==> config.mk <==
export PLATFORM = sky130hd
export DESIGN_NAME = divider_register_offset
export DESIGN_NICKNAME = d
export VERILOG_FILES = /design/src/design/divreg_pkg.sv /design/src/design/divreg_calc.sv /design/src/design/divider_register_offset.sv
export SDC_FILE = /design/constraint.sdc
export NUM_CORES = 1
export LEC_CHECK = 0
export BUFFER_PORTS_ARGS = -buffer_cell sky130_fd_sc_hd__clkbuf_2
export CAP_MARGIN = 25
export CORE_UTILIZATION = 30
export CTS_CLUSTER_SIZE = 10
export DETAILED_ROUTE_END_ITERATION = 10
export HOLD_SLACK_MARGIN = 0.03
export PLACE_DENSITY_LB_ADDON = 0.05
export SETUP_SLACK_MARGIN = 0.1
export SLEW_MARGIN = 15
export SYNTH_ARGS = -nofsm -noshare
export SYNTH_HDL_FRONTEND = slang
export SYNTH_HIERARCHICAL = 1
export SYNTH_SLANG_ARGS = --single-unit
==> constraint.sdc <==
create_clock -name clk_i -period 7.3 [get_ports clk_i]
set_input_delay 1.46 -clock clk_i [delete_from_list [all_inputs] [get_ports clk_i]]
set_output_delay 1.46 -clock clk_i [all_outputs]
set_load 0.02 [all_outputs]
==> src/design/divreg_pkg.sv <==
// ----------------------------------------------------------------------------
// divreg_pkg
// Shared types and constants for the divider register offset block.
// ----------------------------------------------------------------------------
package divreg_pkg;

  localparam int unsigned CountBits = 16;
  localparam int unsigned StepBits  = 4;
  localparam int unsigned DivBits   = 8;
  localparam int unsigned ModeBits  = 2;

  // operation codes carried in tuser
  localparam logic [ModeBits-1:0] ModeRead  = 2'd0;
  localparam logic [ModeBits-1:0] ModeWrite = 2'd1;
  localparam logic [ModeBits-1:0] ModeQuery = 2'd2;

  // tdata widths: input packed and padded to whole bytes
  localparam int unsigned InDataBits  = 24;
  localparam int unsigned OutDataBits = DivBits + 4 * CountBits;

  typedef struct packed {
    logic [StepBits-1:0]  counter_step_log2;
    logic                 double_speed;
    logic [CountBits-1:0] clock_cycle;
    logic [ModeBits-1:0]  mode;
  } item_t;

  typedef struct packed {
    logic [CountBits-1:0] offset_now;
    logic [CountBits-1:0] clock_adjust;
    logic [CountBits-1:0] new_next_increment;
    logic [CountBits-1:0] old_next_increment;
    logic [DivBits-1:0]   div_value;
  } result_t;

  typedef struct packed {
    logic [CountBits-1:0] divider_offset;
    logic [CountBits-1:0] previous_offset;
  } offsets_t;

endpackage

==> src/design/divreg_calc.sv <==
// ----------------------------------------------------------------------------
// divreg_calc
// Datapath for one item: divider read, offset update and reset-details query.
// ----------------------------------------------------------------------------
module divreg_calc (
  input  divreg_pkg::item_t    item_i,
  input  divreg_pkg::offsets_t offs_i,
  output divreg_pkg::offsets_t offs_o,
  output divreg_pkg::result_t  result_o
);
  import divreg_pkg::*;

  logic [CountBits-1:0] cur_cnt;
  logic [CountBits-1:0] old_cnt;
  logic [CountBits-1:0] step;
  logic [CountBits-1:0] low_mask;
  logic [CountBits-1:0] trig;
  logic [CountBits-1:0] old_next;
  logic [CountBits-1:0] new_next;
  logic                 falls;

  assign cur_cnt  = item_i.clock_cycle + offs_i.divider_offset;
  assign old_cnt  = item_i.clock_cycle + offs_i.previous_offset;
  assign step     = CountBits'(1) << item_i.counter_step_log2;
  assign low_mask = step - CountBits'(1);
  assign trig     = step >> 1;
  assign old_next = step - (old_cnt & low_mask);
  assign new_next = step - (cur_cnt & low_mask);
  // trigger bit set under old alignment and clear under new one
  assign falls    = ((old_cnt & trig) != '0) && ((cur_cnt & trig) == '0);

  always_comb begin
    offs_o   = offs_i;
    result_o = '0;
    case (item_i.mode)
      ModeRead: begin
        result_o.div_value = item_i.double_speed ? cur_cnt[14:7] : cur_cnt[15:8];
      end
      ModeWrite: begin
        offs_o.previous_offset = offs_i.divider_offset;
        offs_o.divider_offset  = CountBits'(0) - item_i.clock_cycle;
      end
      ModeQuery: begin
        result_o.old_next_increment = old_next;
        result_o.new_next_increment = new_next;
        result_o.clock_adjust       = falls ? (CountBits'(0) - old_next)
                                            : (new_next - old_next);
      end
      default: begin
        result_o = '0;
      end
    endcase
    result_o.offset_now = offs_o.divider_offset;
  end

endmodule

==> src/design/divider_register_offset.sv <==
// ----------------------------------------------------------------------------
// divider_register_offset
// Divider register kept as an offset on a free-running cycle count.
// ----------------------------------------------------------------------------
// channel  | dir | fields (tdata/tuser, lowest bit first)
// s_axis   | in  | tuser: mode; tdata: clock_cycle, double_speed,
//          |     |   counter_step_log2, zero pad to 24 bits
// m_axis   | out | tdata: div_value, old_next_increment, new_next_increment,
//          |     |   clock_adjust, offset_now
//
// One beat per cycle sustained unless the output stalls; a beat passes the
// input register, then the result register. The offset registers update
// as an item moves into the result register, so items see them in arrival
// order. Reset clears both offsets and the valid flags.
// A stalled output holds the result; the input register still drains into
// it as soon as it is taken.
// ----------------------------------------------------------------------------
module divider_register_offset (
  input  logic                                clk_i,
  input  logic                                rst_ni,
  input  logic                                s_axis_tvalid,
  output logic                                s_axis_tready,
  // mode
  input  logic [divreg_pkg::ModeBits-1:0]     s_axis_tuser,
  // clock_cycle, double_speed, counter_step_log2, pad
  input  logic [divreg_pkg::InDataBits-1:0]   s_axis_tdata,
  output logic                                m_axis_tvalid,
  input  logic                                m_axis_tready,
  // div_value, old_next_increment, new_next_increment, clock_adjust, offset_now
  output logic [divreg_pkg::OutDataBits-1:0]  m_axis_tdata
);
  import divreg_pkg::*;

  logic     in_valid_q;
  item_t    in_item_q;
  logic     out_valid_q;
  result_t  out_res_q;
  offsets_t offs_q;
  offsets_t offs_d;
  result_t  res_d;
  logic     advance;
  item_t    in_item_d;

  assign in_item_d.mode              = s_axis_tuser;
  assign in_item_d.clock_cycle       = s_axis_tdata[CountBits-1:0];
  assign in_item_d.double_speed      = s_axis_tdata[CountBits];
  assign in_item_d.counter_step_log2 = s_axis_tdata[CountBits+StepBits:CountBits+1];

  assign advance       = in_valid_q && (!out_valid_q || m_axis_tready);
  assign s_axis_tready = !in_valid_q || advance;

  divreg_calc u_calc (
    .item_i   (in_item_q),
    .offs_i   (offs_q),
    .offs_o   (offs_d),
    .result_o (res_d)
  );

  always_ff @(posedge clk_i or negedge rst_ni) begin
    if (!rst_ni) begin
      in_valid_q  <= 1'b0;
      out_valid_q <= 1'b0;
      offs_q      <= '0;
    end else begin
      if (s_axis_tready) begin
        in_valid_q <= s_axis_tvalid;
      end
      if (advance) begin
        out_valid_q <= 1'b1;
        offs_q      <= offs_d;
      end else if (m_axis_tready) begin
        out_valid_q <= 1'b0;
      end
    end
  end

  always_ff @(posedge clk_i) begin
    if (s_axis_tready && s_axis_tvalid) begin
      in_item_q <= in_item_d;
    end
    if (advance) begin
      out_res_q <= res_d;
    end
  end

  assign m_axis_tvalid = out_valid_q;
  assign m_axis_tdata  = out_res_q;

endmodule

==> impl_metrics.csv <==
group,metric,value,unit
power,combPwrFrac,61.2,%
setup_path,path_max_fanout,4,
clocking,cts_tree,"done",
drt,drt-wirelength-per-cell,17.3,um
grt,first_global_vias,7232,
sta,finalSetupViolations,0,
hold_path,hp-class,"reg -> reg",
drt,via_per_inst,5.02,
drt,vias,7322,
sta,setup_ws,722,ps
die,coreArea,30800,um2
power,p_per_area,478,nW/um2
sta,maxSlewViolCount,0,
place,dp_worst_setup_slack,592,ps
die,dieArea,32400,um2
sta,skew,13.7,ps
power,intPower,0.00284,W
run_status,outcome,"finished with violations",
yosys,synth_area_per_cell,9.78,um2
cells_and_area,postLayoutCoreUtil,35.3,%
sta,tns,0,ps
place,hpwl,19200,um
clocking,cts_sinks,128,
sta,relSlewSlack,33.9,%
clocking,clock_path_buffers,2,
die,row_count,64,
drt,ant_nets,0,
cells_and_area,antenna-diode-count,0,
grt,grt_max_degree,47,
place,port_buffers,100,
clocking,cts_buffers,17,
power,swShare,45.4,%
yosys,netlist_instances,971,
sta,hold_viol,0,
grt,grt-ovfl-total,0,
place,place_area,10300,um2
sta,grt_setup_unrepaired,"no",
grt,antenna_found_initial,0,
drt,wl,25200,um
die,die_h,180,um
setup_path,critPathRequiredTime,7570,ps
clocking,cts_root_buffer,"clkbuf_16",
run_status,violations,"design-rule violations",
cells_and_area,nNetsFinal,1139,
sta,fmax,152,MHz
die,io_pins,104,
sta,fin_crit_sh,90.1,%
setup_path,cp-end-kind,"register",
die,chipWidth,180,um
power,seqPwrFrac,22.1,%
drt,drc,9,
yosys,yosysWarnings,6,
power,power.switching,0.00236,W
clocking,insertion_delay,430,ps
sta,timing.hold.ws,553,ps
drt,drt_pre_antenna_iters,8,
clocking,post_cts_buffers,0,
power,p_leak,4.67,nW
sta,worst_pin_slew,992,ps
cells_and_area,stdcell_area,10900,um2
grt,grt_use_total,15.8,%
yosys,syn_area,9490,um2
clocking,cts_max_level,4,
power,pwr-share-clk,16.8,%
sta,finalCriticalPeriod,6580,ps
place,place_congestion,0.846,
drt,drt_iter0_drc,436,
cells_and_area,post_route_cells_drive_above_1_share,22.0,%
setup_path,start_kind,"register",
power,peakVddDrop,173,uV
die,start_util,30.8,%
yosys,synth_nets,1059,
setup_path,critical_path_class,"reg -> reg",
flow_run,maxCapViolations,0,
grt,grt_pass1_wl,40200,um
clocking,clk_pin_slew,60,ps
cells_and_area,syn_to_final_growth,14.8,%
setup_path,arrival,6840,ps
final cells by class:
class	instances	area [um2]
Fill cell	3209	19900
Inverter	30	114
Sequential cell	128	3680
Clock buffer	18	439
Timing Repair Buffer	111	596
Multi-Input combinational cell	763	5420
Clock inverter	14	145
Tap cell	396	495
power groups by stage:
stage / combinational (W) / clock [W] / sequential (W)
3_3_place_gp: 0.00317 / 0 / 0.00116
5_1_grt: 0.00356 / 0.000927 / 0.00117
3_5_place_dp: 0.00317 / 0 / 0.00116
4_1_cts: 0.00319 / 0.000900 / 0.00115
6_report: 0.00318 / 0.000872 / 0.00115
2_1_floorplan: 0.00236 / 0 / 0.00124
critical path, stage by stage (launching register included):
cell       delay, ps
edfxtp_1         440
ha_1             290
fa_1             420
a211oi_2         350
o32a_1           300
o21ai_0          170
a211oi_1         450
xnor2_1          220
nand2_1          110
nand4_1          110
a221oi_1         310
o211ai_1         400
and2_1           320
ha_1             280
nor2b_1          120
o21ai_0          190
a21boi_0         150
o21ai_0          190
nand2b_1         110
a21oi_1          300
o2111ai_1        300
a311oi_2         350
a21oi_1          100
a211o_1          300
a21oi_2          130
layer usage:
layer / track usage (%) / vias up / share of wire (%) / routed length, um
met4: 4.76 / 0 / 1.6 / 408
met5: 0 / - / 0 / 0
li1: - / 3717 / - / -
met2: 25.2 / 136 / 45 / 11300
met1: 21.8 / 3447 / 50 / 12600
met3: 2.84 / 22 / 3.3 / 819
through the flow:
| stage | total power, W | instances |
|---|---|---|
| 2_1_floorplan | 0.00360 | 971 |
| 3_3_place_gp | 0.00433 | 1427 |
| 3_5_place_dp | 0.00434 | 1427 |
| 4_1_cts | 0.00524 | 1459 |
| 5_1_grt | 0.00566 | 1460 |
| 6_report | 0.00520 | 1460 |
sequential cells by signal, summed over array words and instances (netlist names):
name and cells:
in_item_q 23, in_valid_q 1, m_axis_tdata 72, m_axis_tvalid 1, offs_q 31
repair_timing:
action                                 CTS  global route
gates resized for setup                  0             1
endpoints found under the hold margin    0             0
setup endpoints to repair                0             1
hold buffers                             0             0
cell usage in the layout (no fill, tap or decap), types with 29 or more instances in the layout:
master    count
nor3_1       32
xor2_1       33
a21oi_1      40
ha_1         55
edfxtp_1     95
nor2_1      130
o21ai_0      46
inv_1        29
dfrtp_1      33
xnor2_1      30
nand2_1      89
clkbuf_2    100
final timing paths:
| check | cells after the start | endpoint | slack [ps] | start |
|---|---|---|---|---|
| hold reg to reg | 1 | offs_q[14] | 550 | offs_q[14] |
| hold / removal | 1 | offs_q[14] | 550 | offs_q[14] |
| setup reg to reg | 24 | m_axis_tdata[55] | 720 | in_item_q[2] |
| min in group asynchronous | 1 | in_valid_q | 880 | rst_ni |
| max in group asynchronous | 2 | offs_q[0] | 5990 | rst_ni |
| setup / recovery | 24 | m_axis_tdata[55] | 720 | in_item_q[2] |
Power figures use the tool's default switching activity.
